===== src/rtl/core/lphash_pkg.sv =====
// ----------------------------------------------------------------------------
// lphash_pkg
// Shared types and constants for the linear-probe hash table: item
// structs, operation and status codes, and the controller/datapath bundles.
// ----------------------------------------------------------------------------
package lphash_pkg;

    // Fixed field widths of the item interface.
    localparam int KEY_BITS   = 31;
    localparam int VALUE_IN   = 32;
    localparam int SLOT_BITS  = 5;
    localparam int COUNT_BITS = 6;

    // The home slot of a table whose size is not a power of two takes two
    // hashing steps: a reciprocal multiply, then a multiply and subtract.
    localparam int HASH_STEPS = 2;
    localparam int HCNT_BITS  = $clog2(HASH_STEPS + 1);

    // Operation codes.
    localparam logic FUNC_ADD    = 1'b0;
    localparam logic FUNC_REMOVE = 1'b1;

    // Result status codes.
    localparam logic STATUS_OK   = 1'b0;
    localparam logic STATUS_FAIL = 1'b1;

    typedef struct packed {
        logic                  func;
        logic [KEY_BITS-1:0]   item_key;
        logic [VALUE_IN-1:0]   item_value;
    } t_in_item;

    typedef struct packed {
        logic                  status;
        logic [SLOT_BITS-1:0]  slot_index;
        logic [COUNT_BITS-1:0] used_count;
    } t_out_item;

    // Commands from the controller to the datapath.
    typedef struct packed {
        logic clear_step;
        logic accept;
        logic hash_step;
        logic probe_start;
        logic probe_step;
        logic commit;
        logic fail;
        logic out_load;
    } t_ctrl_cmd;

    // Status from the datapath back to the controller.
    typedef struct packed {
        logic clear_last;
        logic hash_done;
        logic hit;
        logic miss_last;
        logic out_free;
    } t_dp_status;

endpackage


===== src/rtl/core/lphash_ctrl.sv =====
// ----------------------------------------------------------------------------
// lphash_ctrl
// Sequencer for the hash table: clearing pass, item intake, hashing,
// probing and result hand-off.
// ----------------------------------------------------------------------------
module lphash_ctrl (
    input  logic                   i_clk,
    input  logic                   i_rst_n,
    input  logic                   i_in_valid,
    output logic                   o_in_ready,
    input  lphash_pkg::t_dp_status i_status,
    output lphash_pkg::t_ctrl_cmd  o_cmd
);
    import lphash_pkg::*;

    typedef enum logic [4:0] {
        S_CLEAR  = 5'b00001,
        S_IDLE   = 5'b00010,
        S_HASH   = 5'b00100,
        S_PROBE  = 5'b01000,
        S_REPORT = 5'b10000
    } t_state;

    t_state r_state;
    t_state n_state;

    always_ff @(posedge i_clk) begin
        if (!i_rst_n) begin
            r_state <= S_CLEAR;
        end else begin
            r_state <= n_state;
        end
    end

    always_comb begin
        n_state    = r_state;
        o_cmd      = '0;
        o_in_ready = 1'b0;
        unique case (r_state)
            S_CLEAR: begin
                o_cmd.clear_step = 1'b1;
                if (i_status.clear_last) begin
                    n_state = S_IDLE;
                end
            end
            S_IDLE: begin
                o_in_ready = 1'b1;
                if (i_in_valid) begin
                    o_cmd.accept = 1'b1;
                    n_state      = S_HASH;
                end
            end
            S_HASH: begin
                if (i_status.hash_done) begin
                    o_cmd.probe_start = 1'b1;
                    n_state           = S_PROBE;
                end else begin
                    o_cmd.hash_step = 1'b1;
                end
            end
            S_PROBE: begin
                o_cmd.probe_step = 1'b1;
                priority if (i_status.hit) begin
                    o_cmd.commit = 1'b1;
                    n_state      = S_REPORT;
                end else if (i_status.miss_last) begin
                    o_cmd.fail = 1'b1;
                    n_state    = S_REPORT;
                end
            end
            S_REPORT: begin
                if (i_status.out_free) begin
                    o_cmd.out_load = 1'b1;
                    n_state        = S_IDLE;
                end
            end
            default: begin
                n_state = S_CLEAR;
            end
        endcase
    end

endmodule


===== src/rtl/core/lphash_dp.sv =====
// ----------------------------------------------------------------------------
// lphash_dp
// Datapath: slot memory, reciprocal home-slot remainder, probe address and
// counters, occupancy count, result and output registers.
// ----------------------------------------------------------------------------
module lphash_dp #(
    parameter int TABLE_SIZE = 32,
    parameter int VALUE_BITS = 32
) (
    input  logic                   i_clk,
    input  logic                   i_rst_n,
    input  lphash_pkg::t_ctrl_cmd  i_cmd,
    output lphash_pkg::t_dp_status o_status,
    input  lphash_pkg::t_in_item   i_in_data,
    input  logic                   i_out_ready,
    output logic                   o_out_valid,
    output lphash_pkg::t_out_item  o_out_data
);
    import lphash_pkg::*;

    localparam int AW = $clog2(TABLE_SIZE);
    localparam int CW = $clog2(TABLE_SIZE + 1);
    localparam bit POW2 = ((TABLE_SIZE & (TABLE_SIZE - 1)) == 0);
    localparam logic [AW-1:0] LAST_ADDR = AW'(TABLE_SIZE - 1);
    localparam logic [CW-1:0] SLOT_TOTAL = CW'(TABLE_SIZE);

    // Reciprocal of the table size, rounded up, scaled so that the quotient
    // of any key comes out exact after a right shift.
    localparam int SHIFT = KEY_BITS + AW;
    localparam logic [63:0] RECIP_WIDE =
        ((64'd1 << SHIFT) + 64'(TABLE_SIZE) - 64'd1) / 64'(TABLE_SIZE);
    localparam logic [KEY_BITS:0] RECIP = RECIP_WIDE[KEY_BITS:0];

    // Memory entry: valid mark on top, value below.
    logic [VALUE_BITS:0]   r_mem [TABLE_SIZE];
    logic [VALUE_BITS:0]   r_rd_data;

    logic [AW-1:0]         r_clr_addr;
    logic                  r_func;
    logic [VALUE_BITS-1:0] r_val;
    logic [KEY_BITS-1:0]   r_key;
    logic [KEY_BITS-1:0]   r_quo;
    logic [AW-1:0]         r_rem;
    logic [HCNT_BITS-1:0]  r_hcnt;
    logic [AW-1:0]         r_addr;
    logic [CW-1:0]         r_issue_left;
    logic [CW-1:0]         r_eval_left;
    logic                  r_rd_vld;
    logic [AW-1:0]         r_rd_addr;
    logic [CW-1:0]         r_count;
    logic [CW-1:0]         n_count;
    t_out_item             r_res;
    t_out_item             r_out;
    logic                  r_out_vld;

    logic                  issue;
    logic                  match;
    logic                  wr_en;
    logic [AW-1:0]         wr_addr;
    logic [VALUE_BITS:0]   wr_data;
    logic [63:0]           val_ext;
    logic [2*KEY_BITS:0]   recip_prod;
    logic [KEY_BITS-1:0]   quo_mul;
    logic [KEY_BITS-1:0]   rem_full;
    logic [31:0]           slot_ext;
    logic [31:0]           cnt_ext;

    assign val_ext = 64'(i_in_data.item_value);

    // First hashing step forms the quotient, the second the remainder.
    assign recip_prod = {{(KEY_BITS+1){1'b0}}, r_key} * {{KEY_BITS{1'b0}}, RECIP};
    assign quo_mul    = r_quo * KEY_BITS'(TABLE_SIZE);
    assign rem_full   = r_key - quo_mul;

    assign issue = i_cmd.probe_step && (r_issue_left != '0);
    assign match = (r_func == FUNC_ADD) ? !r_rd_data[VALUE_BITS]
                 : (r_rd_data[VALUE_BITS] && (r_rd_data[VALUE_BITS-1:0] == r_val));

    assign o_status.clear_last = (r_clr_addr == LAST_ADDR);
    assign o_status.hash_done  = (r_hcnt == '0);
    assign o_status.hit        = r_rd_vld && match;
    assign o_status.miss_last  = r_rd_vld && !match && (r_eval_left == CW'(1));
    assign o_status.out_free   = !r_out_vld || i_out_ready;

    always_comb begin
        n_count = r_count;
        if (i_cmd.commit) begin
            n_count = (r_func == FUNC_ADD) ? (r_count + CW'(1)) : (r_count - CW'(1));
        end
    end

    always_comb begin
        wr_en   = i_cmd.clear_step || i_cmd.commit;
        wr_addr = i_cmd.clear_step ? r_clr_addr : r_rd_addr;
        wr_data = '0;
        if (i_cmd.commit && (r_func == FUNC_ADD)) begin
            wr_data = {1'b1, r_val};
        end
    end

    assign slot_ext  = 32'(r_rd_addr);
    assign cnt_ext   = 32'(n_count);

    // Slot memory: one write port, one registered read port.
    always_ff @(posedge i_clk) begin
        if (wr_en) begin
            r_mem[wr_addr] <= wr_data;
        end
        if (issue) begin
            r_rd_data <= r_mem[r_addr];
        end
    end

    // Control state.
    always_ff @(posedge i_clk) begin
        if (!i_rst_n) begin
            r_clr_addr <= '0;
            r_count    <= '0;
            r_rd_vld   <= 1'b0;
            r_out_vld  <= 1'b0;
        end else begin
            if (i_cmd.clear_step) begin
                r_clr_addr <= (r_clr_addr == LAST_ADDR) ? '0 : (r_clr_addr + AW'(1));
            end
            r_count <= n_count;
            if (i_cmd.probe_start) begin
                r_rd_vld <= 1'b0;
            end else begin
                r_rd_vld <= issue;
            end
            if (i_cmd.out_load) begin
                r_out_vld <= 1'b1;
            end else if (i_out_ready) begin
                r_out_vld <= 1'b0;
            end
        end
    end

    // Working registers of the item in flight.
    always_ff @(posedge i_clk) begin
        if (i_cmd.accept) begin
            r_func <= i_in_data.func;
            r_val  <= val_ext[VALUE_BITS-1:0];
            r_key  <= i_in_data.item_key;
            if (POW2) begin
                r_rem  <= i_in_data.item_key[AW-1:0];
                r_hcnt <= '0;
            end else begin
                r_rem  <= '0;
                r_hcnt <= HCNT_BITS'(HASH_STEPS);
            end
        end else if (i_cmd.hash_step) begin
            r_quo  <= KEY_BITS'(recip_prod >> SHIFT);
            r_rem  <= rem_full[AW-1:0];
            r_hcnt <= r_hcnt - HCNT_BITS'(1);
        end

        if (i_cmd.probe_start) begin
            r_addr       <= r_rem;
            r_issue_left <= SLOT_TOTAL;
            r_eval_left  <= SLOT_TOTAL;
        end else begin
            if (issue) begin
                r_addr       <= (r_addr == LAST_ADDR) ? '0 : (r_addr + AW'(1));
                r_issue_left <= r_issue_left - CW'(1);
                r_rd_addr    <= r_addr;
            end
            if (r_rd_vld) begin
                r_eval_left <= r_eval_left - CW'(1);
            end
        end

        if (i_cmd.commit) begin
            r_res.status     <= STATUS_OK;
            r_res.slot_index <= slot_ext[SLOT_BITS-1:0];
            r_res.used_count <= cnt_ext[COUNT_BITS-1:0];
        end else if (i_cmd.fail) begin
            r_res.status     <= STATUS_FAIL;
            r_res.slot_index <= '0;
            r_res.used_count <= cnt_ext[COUNT_BITS-1:0];
        end

        if (i_cmd.out_load) begin
            r_out <= r_res;
        end
    end

    assign o_out_valid = r_out_vld;
    assign o_out_data  = r_out;

endmodule


===== src/rtl/core/linear_probe_hash_table.sv =====
// ----------------------------------------------------------------------------
// linear_probe_hash_table
// Open-addressing hash table of key/value slots with linear probing,
// add-pair and remove-by-value operations, one result per item.
// ----------------------------------------------------------------------------
// After reset the block clears every slot of the slot memory
// and holds o_in_ready low during that pass. It then works on one item at a
// time. An add takes the home slot as key modulo TABLE_SIZE and walks upward
// with wrap-around to the first empty slot; a remove starts at the same home
// slot and walks the whole table for the first used slot holding the given
// value, which it frees (the key is not compared). Each item yields exactly
// one result: status, the slot written or freed (zero on failure), and the
// number of occupied slots afterward. Each item probes k slots, where k
// is 1 to TABLE_SIZE; the slot memory's single read port, one slot per
// cycle, sets the probing time, and the next item is accepted only once
// the output register is free to take the result. When TABLE_SIZE is not
// a power of two, the home slot comes from a reciprocal multiplication
// followed by a multiply and subtract.
// A finished result waits in an output register, so the next item can be
// accepted while the previous result is still waiting to be taken.
// ----------------------------------------------------------------------------
module linear_probe_hash_table #(
    parameter int TABLE_SIZE = 32,
    parameter int VALUE_BITS = 32
) (
    input  logic                  i_clk,
    input  logic                  i_rst_n,
    input  logic                  i_in_valid,
    output logic                  o_in_ready,
    input  lphash_pkg::t_in_item  i_in_data,
    output logic                  o_out_valid,
    input  logic                  i_out_ready,
    output lphash_pkg::t_out_item o_out_data
);
    import lphash_pkg::*;

    // Command and status bundles between the sequencer and the datapath.
    t_ctrl_cmd  cmd;
    t_dp_status status;

    // The controller steps through clearing, intake, hashing, probing and
    // result hand-off; it owns the input handshake.
    lphash_ctrl u_ctrl (
        .i_clk      (i_clk),
        .i_rst_n    (i_rst_n),
        .i_in_valid (i_in_valid),
        .o_in_ready (o_in_ready),
        .i_status   (status),
        .o_cmd      (cmd)
    );

    // The datapath holds the slot memory, counters and the output register;
    // it owns the output handshake.
    lphash_dp #(
        .TABLE_SIZE (TABLE_SIZE),
        .VALUE_BITS (VALUE_BITS)
    ) u_dp (
        .i_clk       (i_clk),
        .i_rst_n     (i_rst_n),
        .i_cmd       (cmd),
        .o_status    (status),
        .i_in_data   (i_in_data),
        .i_out_ready (i_out_ready),
        .o_out_valid (o_out_valid),
        .o_out_data  (o_out_data)
    );

endmodule


===== config.mk =====
export PLATFORM = sky130hd
export DESIGN_NAME = linear_probe_hash_table
export DESIGN_NICKNAME = d
export VERILOG_FILES = /design/src/rtl/core/lphash_pkg.sv /design/src/rtl/core/lphash_ctrl.sv /design/src/rtl/core/lphash_dp.sv /design/src/rtl/core/linear_probe_hash_table.sv
export SDC_FILE = /design/constraint.sdc
export NUM_CORES = 1
export LEC_CHECK = 0
export BUFFER_PORTS_ARGS = -buffer_cell sky130_fd_sc_hd__buf_2
export CAP_MARGIN = 20
export CORE_AREA = 5 5 372 374
export CTS_BUF_LIST = sky130_fd_sc_hd__clkbuf_16
export DETAILED_ROUTE_END_ITERATION = 6
export DIE_AREA = 0 0 377 379
export PLACE_DENSITY = 0.52
export SYNTH_ARGS = -nofsm -noshare
export SYNTH_HDL_FRONTEND = slang
export SYNTH_SLANG_ARGS = --single-unit

===== constraint.sdc =====
create_clock -name i_clk -period 5.8 [get_ports i_clk]
set_input_delay 1.16 -clock i_clk [delete_from_list [all_inputs] [get_ports i_clk]]
set_output_delay 1.16 -clock i_clk [all_outputs]
set_load 0.02 [all_outputs]

==> flow_summary.ini, run 1 <==
[run_status]
outcome = finished, final reports clean

[routing]
wl_um = 120000
postRouteAntennaNets = 0
drc = 0
wire_per_inst_um = 26.4
vias_per_cell = 5.34
drt_pre_antenna_iters = 7
num_vias = 24200
drt_iter0_markers = 2425

[sta]
whs_ns = 0.419
post-route-min-period_ns = 4.35
max_freq_mhz = 230
relSlewSlack = 0.278
finalHoldViolations = 0
skew_ns = 0.0358
finalSetupViolations = 0
rsz0062_at_grt = false
slew_violations = 0
post-route-period-util = 0.750
tns_ns = 0
tightest_slew_ns = 1.07

[synth]
synthTopCellsByArea = edfxtp_1 75%, mux4_2 6.4%, mux2i_1 4.3%
synth.most_common_cell = edfxtp_1
synthesis.area_sq_um = 46600
synth_common_cells = 1165 x edfxtp_1, 202 x mux2i_1, 137 x a21oi_1, 132 x mux4_2, 112 x nand2_1
synth-seq-cells = 1198
synth_top_area_cell = edfxtp_1
synth-async-reset-ratio = 0
synth_cells = 2512
syn_nets = 2593
yosysWarnings = 0
netlist-cell-type-count = 51
synth_top_area_frac = 0.750
synth_flop_cell = edfxtp_1
seq_area_frac_synth = 0.764
synth-edff-count = 1165
synth.avg_cell_area_sq_um = 18.6

[place]
portBuffers = 55
dp_hpwl_um = 64000
routabilityCongestion = 0.791

[cells_and_area]
n_fill_cell = 12000
multi_input_area_sq_um = 10800
syn2layout_area_growth_pct = 15.4
regArea_sq_um = 35600
drive_gt1_frac = 0.205
finalNetCount = 2720

[clocking]
cts_tree = built
postCtsSetupBuffers = 0
clkTransAtPathRegs_ns = 0.06
cts_buffers = 120
cts_resized = 0
cts_hold_buffers = 0
cts_buffer_depth = 3
clock_tree.root_cell = clkbuf_16
clk_latency_ns = 0.75
cts.sinks = 1198
cts_max_level = 3

[floorplan]
die-height_um = 379
coreArea_sq_um = 135000
initial_utilization = 0.346
core.rowCount = 135
pin_count = 82
die_area_sq_um = 143000
die_x_um = 377

[critical_path]
critical_path_arrival_ns = 4.69
cp_max_fo = 33
end_kind = flop
start_kind = flop
crit_required_ns = 6.14
crit_type = reg -> reg

[global_route]
grt_pass1_vias = 24300
grt_usage = 0.166
grt.overflow.total = 0
grt_start_max_net_pins = 112
grt_pass1_wl_um = 172000
antenna_found_initial = 5

[power]
power_density_nw_per_um2 = 335
ir_drop_mv = 0.252
leakage_uw = 0.0178

[job]
maxCapViolCount = 0

[hold_path]
holdCritPathClass = reg -> reg
[power by group]
| group | switching [uW] | leakage [uW] | internal, uW |
|---|---|---|---|
| clock | 3270 | 0.00201 | 4490 |
| sequential | 59.4 | 0.0109 | 9660 |
| combinational | 407 | 0.00490 | 156 |
| total | 3730 | 0.0178 | 14300 |
[registers in the layout, summed over array words and instances, names as in the netlist]
| name | cells |
|---|---|
| u_dp.r_mem | 1056 |
| u_dp.r_rd_data | 33 |
| u_dp.r_val | 32 |
| u_dp.o_out_data | 12 |
| u_dp.r_res | 12 |
| u_dp.r_count | 6 |
| u_dp.r_eval_left | 6 |
| u_dp.r_issue_left | 6 |
| u_ctrl.r_state | 5 |
| u_dp.r_addr | 5 |
| u_dp.r_clr_addr | 5 |
| u_dp.r_key | 5 |
| u_dp.r_rd_addr | 5 |
| u_dp.r_rem | 5 |
| u_dp.r_hcnt | 2 |
| u_dp.o_out_valid | 1 |
| u_dp.r_func | 1 |
| u_dp.r_rd_vld | 1 |
[layer usage]
metal,vias to the layer above,track usage,share of wire
li1,10500,-,-
met2,682,0.256,0.45
met5,-,0,0
met3,174,0.0351,0.066
met1,12800,0.241,0.46
met4,0,0.0402,0.022
[placed cells by master (no fill, tap or decap), types with 9 or more instances in the layout]
cell type  instances
o21ai_0           83
bufinv_16         16
nand2_1          111
o221ai_1          66
dfxtp_1           33
edfxtp_1        1165
xnor2_1           26
inv_1             35
mux2_2            69
a21o_1            38
ha_1              12
nor3_1            13
xor2_1            22
and3_1            42
buf_12             9
clkinv_2          21
o22ai_1           67
a211oi_1          36
buf_2             55
clkinv_1          31
clkbuf_16        125
a21oi_1          113
a21oi_4           24
mux2i_1          202
nor2_1            26
buf_4             69
mux4_2           132
[logic make-up (layout without fill, tap and decap cells)]
logic type | Yosys count | after routing | share of synthesized area
muxes | 403 | 403 | 0.124
other | 0 | 2 | 0
adders and majority gates | 13 | 13 | 0.00365
buffers and inverters | 151 | 377 | 0.0128
xor gates and xnor gates | 48 | 48 | 0.00902
and+or+nand+nor | 257 | 257 | 0.0266
AOI/OAI and AO/OA | 442 | 442 | 0.0597
DFF | 1198 | 1198 | 0.764
[worst paths after layout]
check                                  startpoint  cells after the start                 end  slack, ns
worst max-delay path            u_dp.r_rd_data[7]                      7  u_dp.r_mem[12][25]       1.45
worst min-delay path                u_dp.r_res[1]                      0  u_dp.o_out_data[1]       0.42
worst max register to register  u_dp.r_rd_data[7]                      7  u_dp.r_mem[12][25]       1.45
worst min register to register      u_dp.r_res[1]                      0  u_dp.o_out_data[1]       0.42
[final cells by class]
class	instances	area share
diodes	2	0.0000930
clock buffers	121	0.0563
clock inverters	100	0.0172
inverters	15	0.00105
multi-input cells	1163	0.200
flip-flops and latches	1198	0.662
well taps	1781	0.0414
repair buffers	141	0.0218
[critical path, stage by stage (launching register included)]
cell and delay (ns):
edfxtp_1 0.39, xnor2_1 0.57, nand4_1 0.17, or4_4 0.53
o32a_4 0.46, or4_1 0.82, a21oi_4 0.27, buf_4 0.69
[stage by stage]
step                cell area, sq um  worst slack [ns]  std cells  total power, uW  utilization
floorplan                      46600              1.43       2512            10200            -
global placement               49700              1.59       4290            10400        0.369
detailed placement             49700              1.50       4290            10500        0.369
CTS                            53600              1.47       4511            18200        0.398
global route                   53800              1.30       4519            18600        0.400
finish                         53800              1.45       4521            18000        0.400
(Power assumes the default switching activity.)
==> run 2: changes to the inputs <==
- PLACE_DENSITY: 0.52 -> 0.54
- clock period: 5.8 -> 3.7 ns (I/O delays scaled with it)
==> flow_summary.ini, run 2 (synthesis gave the netlist of run 1 again) <==
[floorplan]
core.rowCount = 135
pin_count = 82
coreArea_sq_um = 135000
die-height_um = 379
die_area_sq_um = 143000
die_x_um = 377
initial_utilization = 0.346

[routing]
postRouteAntennaNets = 0
wire_per_inst_um = 25.3
num_vias = 24100
drc = 0
drt_pre_antenna_iters = 6
vias_per_cell = 5.26
drt_iter0_markers = 2237
wl_um = 116000

[power]
pwr-share-clk = 0.418
power_density_nw_per_um2 = 511
leakage_uw = 0.0182
p_sw_frac = 0.205
ir_drop_mv = 0.392
switchingPower_uw = 5690
p_int_uw = 22100
p_comb_frac = 0.033
seq_power_share = 0.548

[clocking]
postCtsSetupBuffers = 0
clkTransAtPathRegs_ns = 0.06
clk_latency_ns = 0.71
clock_tree.root_cell = clkbuf_16
cts_buffer_depth = 3
cts_resized = 0
cts_tree = built
cts_max_level = 3
cts_hold_buffers = 0
cts_buffers = 120
cts.sinks = 1198

[cells_and_area]
final_cell_mix = 1165 x edfxtp_1, 202 x mux2i_1, 132 x mux4_2, 121 x clkbuf_16, 113 x a21oi_1
finalNetCount = 2786
drive_gt1_frac = 0.220
n_fill_cell = 11900
largest_register = u_dp.r_mem
multi_input_area_sq_um = 10800
syn2layout_area_growth_pct = 16.6
reg_top3 = u_dp.r_mem x1056, u_dp.r_rd_data x33, u_dp.r_val x32
layout_commonest_cell = edfxtp_1
largest_reg_flops = 1056
finish.utilization = 0.404
regArea_sq_um = 35600
final_area_sq_um = 54400

[critical_path]
slowest_stage = nor4_1
end_kind = flop
crit_family = simple AND/OR/NAND/NOR gates
critical_path_arrival_ns = 3.90
crit_type = reg -> reg
start_kind = flop
worst_path_most_repeated_cell = buf_4
path_cells = xor2_1 -> nor4_1 -> nand3b_1 -> o32a_4 -> or4_1 -> buf_4 -> a21oi_4 -> buf_4
crit_required_ns = 4.08
slowest_delay_ns = 0.72
path_buf_inv = 2
cp_max_fo = 13

[sta]
max_freq_mhz = 284
rsz0062_at_grt = false
finalHoldViolations = 0
finalSetupViolations = 0
slew_violations = 0
relSlewSlack = 0.231
skew_ns = 0.0301
post-route-period-util = 0.951
tightest_slew_ns = 1.15
post-route-min-period_ns = 3.52
whs_ns = 0.224

[global_route]
grt_pass1_wl_um = 168000
grt_pass1_vias = 24600
grt.overflow.total = 0
grt_start_max_net_pins = 135
grt_usage = 0.161
antenna_found_initial = 13

[run_status]
outcome = finished, final reports clean

[place]
dp_hpwl_um = 71400
routabilityCongestion = 0.791
portBuffers = 55
place_area_sq_um = 50600

[hold_path]
holdCritPathClass = in -> reg

[job]
maxCapViolCount = 0
## run 2: cell count changes in the layout (fill, tap and decap cells not counted), sizes merged
cell / delta
buf: +70
inv: +7
bufinv: -5
clkbuf: -4
diode: -1
clkinv: -4
clkinvlp: -2
## run 2: layout make-up
type / count / share of cell area
Antenna cell: 1 / 0.0000460
Clock buffer: 121 / 0.0557
Clock inverter: 96 / 0.0137
Inverter: 15 / 0.00104
Multi-Input combinational cell: 1163 / 0.198
Sequential cell: 1198 / 0.655
Tap cell: 1781 / 0.0410
Timing Repair Buffer: 207 / 0.0352
## run 2: per-layer routing
| layer | vias up | global-route usage | wire length [um] |
|---|---|---|---|
| met2 | 795 | 0.256 | 54100 |
| met5 | - | 0 | 13 |
| met3 | 132 | 0.0319 | 8560 |
| met4 | 2 | 0.0343 | 1710 |
| li1 | 10600 | - | - |
| met1 | 12600 | 0.230 | 51600 |
## run 2: worst paths after layout
kind	start	end	slack, ns	cells after the start
setup / recovery	u_dp.r_val[29]	u_dp.r_mem[12][13]	0.18	8
hold / removal	i_in_data[24]	u_dp.r_val[24]	0.22	1
setup reg to reg	u_dp.r_val[29]	u_dp.r_mem[12][13]	0.18	8
hold reg to reg	u_dp.r_res[2]	u_dp.o_out_data[2]	0.42	0
## run 2: metrics by stage
stage | std cells | setup TNS [ns] | worst slack (ns) | power, uW
2_1_floorplan | 2512 | -315.69 | -0.532 | 15900
3_3_place_gp | 4364 | 0 | 0.309 | 16400
3_5_place_dp | 4364 | 0 | 0.302 | 16500
4_1_cts | 4581 | 0 | 0.277 | 28100
5_1_grt | 4581 | 0 | 0.195 | 28800
6_report | 4582 | 0 | 0.183 | 27800
## run 2: power groups by stage
stage               Combinational [uW]  Sequential, uW  Clock [uW]
global placement                   928           15500           0
finish                             931           15200       11600
global route                       989           15300       12500
detailed placement                 948           15500           0
floorplan                          426           15500           0
CTS                                952           15200       11900
